`config.mk`:
```
export PLATFORM = sky130hd
export DESIGN_NAME = rgb_led_pulse_encoder_flat
export DESIGN_NICKNAME = d
export VERILOG_FILES = /design/src/rtl/rle_pkg.sv /design/src/rtl/rle_if.sv /design/src/rtl/rgb_led_pulse_encoder.sv /design/src/rtl/rle_csr.sv /design/src/rtl/rle_lane.sv /design/src/rtl/rle_serializer.sv /design/src/flat_wrapper.sv
export SDC_FILE = /design/constraint.sdc
export NUM_CORES = 1
export LEC_CHECK = 0
export BUFFER_PORTS_ARGS = -buffer_cell sky130_fd_sc_hd__clkbuf_2
export CAP_MARGIN = 15
export CORE_MARGIN = 2
export CORE_UTILIZATION = 27
export DETAILED_ROUTE_END_ITERATION = 8
export GPL_ROUTABILITY_DRIVEN = 0
export GPL_TIMING_DRIVEN = 0
export SYNTH_ARGS = -nofsm -noshare
export SYNTH_HDL_FRONTEND = slang
export SYNTH_SLANG_ARGS = --single-unit
```
`constraint.sdc`:
```
create_clock -name clock -period 6.7 [get_ports clock]
set_input_delay 1.34 -clock clock [delete_from_list [all_inputs] [get_ports clock]]
set_output_delay 1.34 -clock clock [all_outputs]
set_load 0.02 [all_outputs]
```
`src/rtl/rle_pkg.sv`:
```
package rle_pkg;

   localparam int BITS_PER_FRAME = 24;
   localparam int COLOR_W        = 8;
   localparam int TICK_W         = 15;
   localparam int CNT_W          = $clog2(BITS_PER_FRAME + 1);
   localparam int PADDR_W        = 5;
   localparam int PDATA_W        = 32;

   typedef logic [COLOR_W-1:0]    color_type;
   typedef logic [TICK_W-1:0]     tick_type;
   typedef logic [PADDR_W-1:0]    paddr_type;
   typedef logic [PDATA_W-1:0]    pdata_type;
   typedef logic [BITS_PER_FRAME-1:0] frame_type;

   // Register index, taken from paddr[4:2]
   typedef enum logic [2:0] {
      REG_BRIGHTNESS = 3'd0,
      REG_ONE_HIGH   = 3'd1,
      REG_ONE_LOW    = 3'd2,
      REG_ZERO_HIGH  = 3'd3,
      REG_ZERO_LOW   = 3'd4
   } reg_index_type;

   localparam color_type BRIGHTNESS_RST = 8'd128;
   localparam tick_type  ONE_HIGH_RST   = 15'd8;
   localparam tick_type  ONE_LOW_RST    = 15'd4;
   localparam tick_type  ZERO_HIGH_RST  = 15'd4;
   localparam tick_type  ZERO_LOW_RST   = 15'd9;

   typedef struct packed {
      color_type brightness;
      tick_type  one_high;
      tick_type  one_low;
      tick_type  zero_high;
      tick_type  zero_low;
   } cfg_type;

endpackage

```
`src/rtl/rle_if.sv`:
```
// Command channel: one word per color command.
interface rle_req_if;
   logic                valid;
   logic                ready;
   logic                func;
   rle_pkg::color_type  red_in;
   rle_pkg::color_type  green_in;
   rle_pkg::color_type  blue_in;

   modport source (output valid, func, red_in, green_in, blue_in, input ready);
   modport sink   (input valid, func, red_in, green_in, blue_in, output ready);
endinterface

// Symbol channel: one word per pulse symbol.
interface rle_rsp_if;
   logic                valid;
   logic                ready;
   logic                bit_value;
   rle_pkg::tick_type   high_ticks;
   rle_pkg::tick_type   low_ticks;
   logic                last_symbol;

   modport source (output valid, bit_value, high_ticks, low_ticks, last_symbol, input ready);
   modport sink   (input valid, bit_value, high_ticks, low_ticks, last_symbol, output ready);
endinterface

```
`src/rtl/rgb_led_pulse_encoder.sv`:
```
// RGB LED pulse encoder. Each command word (new color or resend of the stored
// color) yields 24 symbol words, green, red, blue, MSB first, each channel
// scaled by brightness/255. The symbol serializer emits one word per cycle
// while the symbol sink is ready, and the next command is taken while the
// current frame is still going out. A command passes the multiply stage, the
// merge and the output register before its first symbol appears. Registers:
// brightness at 0x00, one high/low ticks at 0x04/0x08, zero high/low ticks at
// 0x0C/0x10; write them only while idle.
module rgb_led_pulse_encoder (
   input  logic                clock,
   input  logic                reset,
   rle_req_if.sink             req,
   rle_rsp_if.source           rsp,
   input  logic                psel,
   input  logic                penable,
   input  logic                pwrite,
   input  rle_pkg::paddr_type  paddr,
   input  rle_pkg::pdata_type  pwdata,
   output rle_pkg::pdata_type  prdata,
   output logic                pready
);
   import rle_pkg::*;

   cfg_type   cfg;
   logic      s1_valid_ff, s1_valid_in;
   logic      frame_take, accept;
   color_type red_s, green_s, blue_s;

   rle_csr u_csr (
      .clock   (clock),
      .reset   (reset),
      .psel    (psel),
      .penable (penable),
      .pwrite  (pwrite),
      .paddr   (paddr),
      .pwdata  (pwdata),
      .prdata  (prdata),
      .pready  (pready),
      .cfg     (cfg)
   );

   // Take a word when the product stage is free or moving on
   assign req.ready   = ~s1_valid_ff | frame_take;
   assign accept      = req.valid & req.ready;
   assign s1_valid_in = accept | (s1_valid_ff & ~frame_take);

   always_ff @(posedge clock) begin
      if (reset) begin
         s1_valid_ff <= 1'b0;
      end else begin
         s1_valid_ff <= s1_valid_in;
      end
   end

   rle_lane u_lane_red (
      .clock (clock), .reset (reset), .load (accept), .func (req.func),
      .color_in (req.red_in), .brightness (cfg.brightness), .scaled (red_s)
   );

   rle_lane u_lane_green (
      .clock (clock), .reset (reset), .load (accept), .func (req.func),
      .color_in (req.green_in), .brightness (cfg.brightness), .scaled (green_s)
   );

   rle_lane u_lane_blue (
      .clock (clock), .reset (reset), .load (accept), .func (req.func),
      .color_in (req.blue_in), .brightness (cfg.brightness), .scaled (blue_s)
   );

   rle_serializer u_ser (
      .clock       (clock),
      .reset       (reset),
      .cfg         (cfg),
      .frame_valid (s1_valid_ff),
      .green       (green_s),
      .red         (red_s),
      .blue        (blue_s),
      .frame_take  (frame_take),
      .rsp         (rsp)
   );

endmodule

```
`src/rtl/rle_csr.sv`:
```
module rle_csr (
   input  logic                clock,
   input  logic                reset,
   input  logic                psel,
   input  logic                penable,
   input  logic                pwrite,
   input  rle_pkg::paddr_type  paddr,
   input  rle_pkg::pdata_type  pwdata,
   output rle_pkg::pdata_type  prdata,
   output logic                pready,
   output rle_pkg::cfg_type    cfg
);
   import rle_pkg::*;

   cfg_type       cfg_ff, cfg_in;
   reg_index_type idx;
   logic          wr_en;

   assign idx    = reg_index_type'(paddr[PADDR_W-1:2]);
   assign wr_en  = psel & penable & pwrite;
   assign pready = 1'b1;
   assign cfg    = cfg_ff;

   // Decode the write; unknown indexes drop the word
   always_comb begin
      cfg_in = cfg_ff;
      if (wr_en) begin
         unique case (idx)
            REG_BRIGHTNESS: cfg_in.brightness = pwdata[COLOR_W-1:0];
            REG_ONE_HIGH:   cfg_in.one_high   = pwdata[TICK_W-1:0];
            REG_ONE_LOW:    cfg_in.one_low    = pwdata[TICK_W-1:0];
            REG_ZERO_HIGH:  cfg_in.zero_high  = pwdata[TICK_W-1:0];
            REG_ZERO_LOW:   cfg_in.zero_low   = pwdata[TICK_W-1:0];
            default:        cfg_in = cfg_ff;
         endcase
      end
   end

   always_ff @(posedge clock) begin
      if (reset) begin
         cfg_ff.brightness <= BRIGHTNESS_RST;
         cfg_ff.one_high   <= ONE_HIGH_RST;
         cfg_ff.one_low    <= ONE_LOW_RST;
         cfg_ff.zero_high  <= ZERO_HIGH_RST;
         cfg_ff.zero_low   <= ZERO_LOW_RST;
      end else begin
         cfg_ff <= cfg_in;
      end
   end

   // Read back, zero extended
   always_comb begin
      unique case (idx)
         REG_BRIGHTNESS: prdata = PDATA_W'(cfg_ff.brightness);
         REG_ONE_HIGH:   prdata = PDATA_W'(cfg_ff.one_high);
         REG_ONE_LOW:    prdata = PDATA_W'(cfg_ff.one_low);
         REG_ZERO_HIGH:  prdata = PDATA_W'(cfg_ff.zero_high);
         REG_ZERO_LOW:   prdata = PDATA_W'(cfg_ff.zero_low);
         default:        prdata = '0;
      endcase
   end

endmodule

```
`src/rtl/rle_lane.sv`:
```
module rle_lane (
   input  logic                clock,
   input  logic                reset,
   input  logic                load,
   input  logic                func,
   input  rle_pkg::color_type  color_in,
   input  rle_pkg::color_type  brightness,
   output rle_pkg::color_type  scaled
);
   import rle_pkg::*;

   color_type                 stored_ff, stored_in;
   color_type                 src;
   logic [2*COLOR_W-1:0]      prod_ff, prod_in;
   logic [2*COLOR_W:0]        div_sum;

   // Keep the channel of a new-color word, reuse it on resend
   assign stored_in = (load && !func) ? color_in : stored_ff;
   assign src       = func ? stored_ff : color_in;
   assign prod_in   = load ? (2*COLOR_W)'(src) * (2*COLOR_W)'(brightness) : prod_ff;

   always_ff @(posedge clock) begin
      if (reset) begin
         stored_ff <= '0;
      end else begin
         stored_ff <= stored_in;
      end
   end

   always_ff @(posedge clock) begin
      prod_ff <= prod_in;
   end

   // Divide by 255: (p + p/256 + 1) / 256 is exact for any 8x8 product
   assign div_sum = (2*COLOR_W+1)'(prod_ff) + (2*COLOR_W+1)'(prod_ff >> COLOR_W)
                  + (2*COLOR_W+1)'(1);
   assign scaled  = div_sum[2*COLOR_W-1:COLOR_W];

endmodule

```
`src/rtl/rle_serializer.sv`:
```
module rle_serializer (
   input  logic                clock,
   input  logic                reset,
   input  rle_pkg::cfg_type    cfg,
   input  logic                frame_valid,
   input  rle_pkg::color_type  green,
   input  rle_pkg::color_type  red,
   input  rle_pkg::color_type  blue,
   output logic                frame_take,
   rle_rsp_if.source           rsp
);
   import rle_pkg::*;

   frame_type        shift_ff, shift_in;
   logic [CNT_W-1:0] rem_ff, rem_in;
   logic             out_valid_ff, out_valid_in;
   logic             bit_ff, last_ff;
   tick_type         high_ff, low_ff;
   logic             emit, load_ready;

   // Merge the lanes and count symbols out
   always_comb begin
      emit         = (rem_ff != '0) && (!out_valid_ff || rsp.ready);
      load_ready   = (rem_ff == '0) || ((rem_ff == CNT_W'(1)) && emit);
      frame_take   = frame_valid && load_ready;
      rem_in       = rem_ff;
      shift_in     = shift_ff;
      if (frame_take) begin
         rem_in   = CNT_W'(BITS_PER_FRAME);
         shift_in = {green, red, blue};
      end else if (emit) begin
         rem_in   = rem_ff - CNT_W'(1);
         shift_in = shift_ff << 1;
      end
      out_valid_in = emit | (out_valid_ff & ~rsp.ready);
   end

   always_ff @(posedge clock) begin
      if (reset) begin
         rem_ff       <= '0;
         out_valid_ff <= 1'b0;
      end else begin
         rem_ff       <= rem_in;
         out_valid_ff <= out_valid_in;
      end
   end

   // Output word: bit, its timing and the end-of-frame flag
   always_ff @(posedge clock) begin
      shift_ff <= shift_in;
      if (emit) begin
         bit_ff  <= shift_ff[BITS_PER_FRAME-1];
         high_ff <= shift_ff[BITS_PER_FRAME-1] ? cfg.one_high : cfg.zero_high;
         low_ff  <= shift_ff[BITS_PER_FRAME-1] ? cfg.one_low : cfg.zero_low;
         last_ff <= (rem_ff == CNT_W'(1));
      end
   end

   assign rsp.valid       = out_valid_ff;
   assign rsp.bit_value   = bit_ff;
   assign rsp.high_ticks  = high_ff;
   assign rsp.low_ticks   = low_ff;
   assign rsp.last_symbol = last_ff;

endmodule

```
`src/flat_wrapper.sv`:
```
// flat-port wrapper written by rule: the top's interface ports become plain ports
module rgb_led_pulse_encoder_flat import rle_pkg::*;
  (clock, reset, psel, penable, pwrite, paddr, pwdata, prdata, pready, req_valid, req_func, req_red_in, req_green_in, req_blue_in, req_ready, rsp_valid, rsp_bit_value, rsp_high_ticks, rsp_low_ticks, rsp_last_symbol, rsp_ready);
  rle_req_if req_i ();
  rle_rsp_if rsp_i ();
  input  logic clock;
  input  logic reset;
  input  logic psel;
  input  logic penable;
  input  logic pwrite;
  input  rle_pkg::paddr_type paddr;
  input  rle_pkg::pdata_type pwdata;
  output rle_pkg::pdata_type prdata;
  output logic pready;
  input wire logic [$bits(req_i.valid)-1:0] req_valid;
  input wire logic [$bits(req_i.func)-1:0] req_func;
  input wire logic [$bits(req_i.red_in)-1:0] req_red_in;
  input wire logic [$bits(req_i.green_in)-1:0] req_green_in;
  input wire logic [$bits(req_i.blue_in)-1:0] req_blue_in;
  output wire logic [$bits(req_i.ready)-1:0] req_ready;
  output wire logic [$bits(rsp_i.valid)-1:0] rsp_valid;
  output wire logic [$bits(rsp_i.bit_value)-1:0] rsp_bit_value;
  output wire logic [$bits(rsp_i.high_ticks)-1:0] rsp_high_ticks;
  output wire logic [$bits(rsp_i.low_ticks)-1:0] rsp_low_ticks;
  output wire logic [$bits(rsp_i.last_symbol)-1:0] rsp_last_symbol;
  input wire logic [$bits(rsp_i.ready)-1:0] rsp_ready;
  assign req_i.valid = req_valid;
  assign req_i.func = req_func;
  assign req_i.red_in = req_red_in;
  assign req_i.green_in = req_green_in;
  assign req_i.blue_in = req_blue_in;
  assign req_ready = req_i.ready;
  assign rsp_valid = rsp_i.valid;
  assign rsp_bit_value = rsp_i.bit_value;
  assign rsp_high_ticks = rsp_i.high_ticks;
  assign rsp_low_ticks = rsp_i.low_ticks;
  assign rsp_last_symbol = rsp_i.last_symbol;
  assign rsp_i.ready = rsp_ready;
  rgb_led_pulse_encoder u_core (.clock(clock), .reset(reset), .req(req_i), .rsp(rsp_i), .psel(psel), .penable(penable), .pwrite(pwrite), .paddr(paddr), .pwdata(pwdata), .prdata(prdata), .pready(pready));
endmodule
```
==> metrics.txt <==
outcome completed; setup TNS 0 ns; Core Util, Final 31.6%; input/output buffers 96; Core ar. 56600 um^2; Detail Route Antenna Nets 0; flop2flop setup slack 1.30 ns; vias in the first global route 11833; Initial Util 27.4%; mapped cell area 15500 um^2; Ports 136; clock root buffer clkbuf_16; synthesized instance count 1596; initial antenna violation count 5; WHS Endpoint u_core.u_csr.cfg[56]; Die W 244 um; final WL 42.3 mm; worst-path maximum fanout 10; CP Capture Type flip-flop; H-tree depth 1; Reg-to-Reg End u_core.u_lane_green.prod_ff[13]; # Post-CTS Setup Buffers 0; Netlist cell types 65; largest net degree at the start of global routing 33; clk_lat worst skew 0.54 ns; ratio of cells with drive above 1 in the final layout 13.1%; GRT Residual Overflow 0; CP arrival 6.62 ns; die height 244 um; clk sinks 203; drt drc 0; Max-Cap Viols 0; critical path required time 6.97 ns; Min Hold Slack 0.470 ns; hold buffer count at cts 0; commonest non-fill, non-tap cell in the layout nand2_1; asr flop ratio synth 0%; Power Density 237 nW/um^2; Final period util 94.8%; Pre-Repair DR Iteration Count 5; Total GRT Usage 14.1%; Primary FF master, synth edfxtp_1; RSZ-0062 raised after global routing false; final slew viol count 0; min-delay src u_core.u_csr.cfg[56]; CP Launch Type primary input; number of synthesized flops with an enable pin 104; Worst R2R Path Depth 13; most frequent cells in the layout nand2_1 (194), inv_1 (166), ha_1 (132); Synth warnings 0; die area 59300 um^2; Bufs on Longest Clock Path 3; PostCTS Resize Cnt 1; critical path class primary input to flip-flop; TritonCTS clock tree done; DR vias/cell 4.71; slowest cell on the critical path mux2i_2; drt wl/cell 16.8 um; Final Hold Vio Count 0; initial DRC count 687; fmax 157 MHz; Layout area overhead 15.4%; CTS buffer count 24; first-pass GRT wire length 65.9 mm; worst slew pin tran 0.873 ns; Slew headroom 40.1%; sequential fraction of the synthesis area 32.9%; Final #Nets 2047; Rows 87; worst hold path depth 2; Overall Power 0.00423 W; critical path, cell by cell clkbuf_2, buf_2, mux2i_2, nor2b_1, fa_1, inv_1, fa_1, fa_1, fa_1, inv_1, ha_1, or2_2, a21oi_1, a21oi_1, a211oi_1, a21oi_1, xnor2_1; Lkg Pwr 7.94 nW; Mean Syn Cell Area 9.71 um^2; clock-pin slew on the worst setup and hold paths 0.06 ns; Reg-to-Reg Start u_core.u_csr.cfg[65]; Vias 11836; Crit path largest cell delay 0.63 ns; hold crit path type flip-flop to flip-flop; most used cell, CP fa_1; Finish-stage setup viols 0; clk_skew 0.0114 ns; Tmin final 6.35 ns; Seq cells post-synth 203; Post-DP HPWL 32.5 mm; Worst VDD drop 0.212 mV
[per-layer routing]
layer	global-route usage, %	vias up	routed length [um]
li1	-	5590	-
met1	19.1	5813	18900
met2	22.8	355	19400
met3	2.48	76	2820
met4	4.39	2	1200
met5	0	-	16
[worst max-delay path by stage]
stage                     startpoint                             end  slack [ns]  cells after the start
final                       req_func  u_core.u_lane_blue.prod_ff[15]        0.35                     17
after global routing        req_func  u_core.u_lane_blue.prod_ff[15]        0.06                     17
after CTS                   req_func   u_core.u_lane_red.prod_ff[14]       0.003                     17
after detailed placement    req_func  u_core.u_lane_blue.prod_ff[15]       -0.70                     17
after global placement      req_func  u_core.u_lane_blue.prod_ff[15]       -0.63                     17
after floorplan             req_func  u_core.u_lane_blue.prod_ff[15]        0.61                     17
[state kept, by name, indices dropped and copies added, names as in the netlist, 5 cells and up]
name	count
u_core.u_ser.rsp.high_ticks	15
u_core.u_ser.rem_ff	5
u_core.u_lane_blue.stored_ff	8
u_core.u_ser.rsp.low_ticks	15
u_core.u_lane_green.prod_ff	16
u_core.u_lane_red.stored_ff	8
u_core.u_lane_blue.prod_ff	16
u_core.u_ser.shift_ff	24
u_core.u_lane_green.stored_ff	8
u_core.u_lane_red.prod_ff	16
u_core.u_csr.cfg	68
[power breakdown]
part | switching [W] | internal (W) | leakage (nW)
logic | 0.000741 | 0.000407 | 5.70
clock network | 0.000546 | 0.000746 | 0.378
registers | 0.000133 | 0.00166 | 1.86
[synthesized netlist by cell type (all sizes together), types with 7 or more instances]
master | number | area (um^2)
a21o | 7 | 52.6
a21oi | 87 | 435
a22oi | 7 | 52.6
a31oi | 8 | 50.1
and2 | 41 | 257
buf | 29 | 194
clkbuf | 55 | 206
dfxtp | 99 | 1980
edfxtp | 104 | 3120
fa | 108 | 2160
ha | 132 | 1650
inv | 166 | 623
mux2 | 38 | 428
mux2i | 72 | 721
nand2 | 194 | 728
nand2b | 26 | 163
nand3 | 20 | 100
nand3b | 11 | 82.6
nor2 | 82 | 308
nor2b | 113 | 707
nor3 | 16 | 85.1
o21a | 7 | 52.6
o21ai | 35 | 175
o22ai | 15 | 93.8
or3 | 8 | 51.3
xnor2 | 32 | 280
xor2 | 14 | 123
[cell type report]
| cell class | instances | area, um^2 |
|---|---|---|
| Fill cell | 5934 | 38700 |
| Clock inverter | 15 | 143 |
| Timing Repair Buffer | 100 | 563 |
| Buffer | 84 | 402 |
| Clock buffer | 28 | 626 |
| Sequential cell | 203 | 5100 |
| Tap cell | 756 | 946 |
| Multi-Input combinational cell | 1159 | 9460 |
| Antenna cell | 3 | 7.51 |
| Inverter | 166 | 623 |
[per-stage QoR]
step	setup slack (ns)	std cells	area, um^2
after floorplan	0.612	1612	15600
after global placement	-0.630	2464	17000
after detailed placement	-0.696	2466	17000
after CTS	0.00328	2509	17800
after global routing	0.0622	2514	17900
final	0.349	2514	17900
[critical path: cells and delay by family]
family	cells	cell delay, ns
muxes	1	0.63
buffers and inverters	4	0.89
xor gates and xnor gates	1	0.18
adders and majority gates	5	2.35
and+or+nand+nor	2	0.48
AOI/OAI and AO/OA	4	0.72
[cells by family after synthesis]
family / Yosys count / synth area share [%]
AO/OA/AOI/OAI: 211 / 8.63
XOR/XNOR: 46 / 2.60
adder cells (fa/ha/maj): 240 / 24.6
buffers and inverters: 250 / 6.61
flip-flops: 203 / 32.9
multiplexers: 110 / 7.41
other: 2 / 0.0485
AND/OR/NAND/NOR: 534 / 17.1
Power figures use the tool's default switching activity.
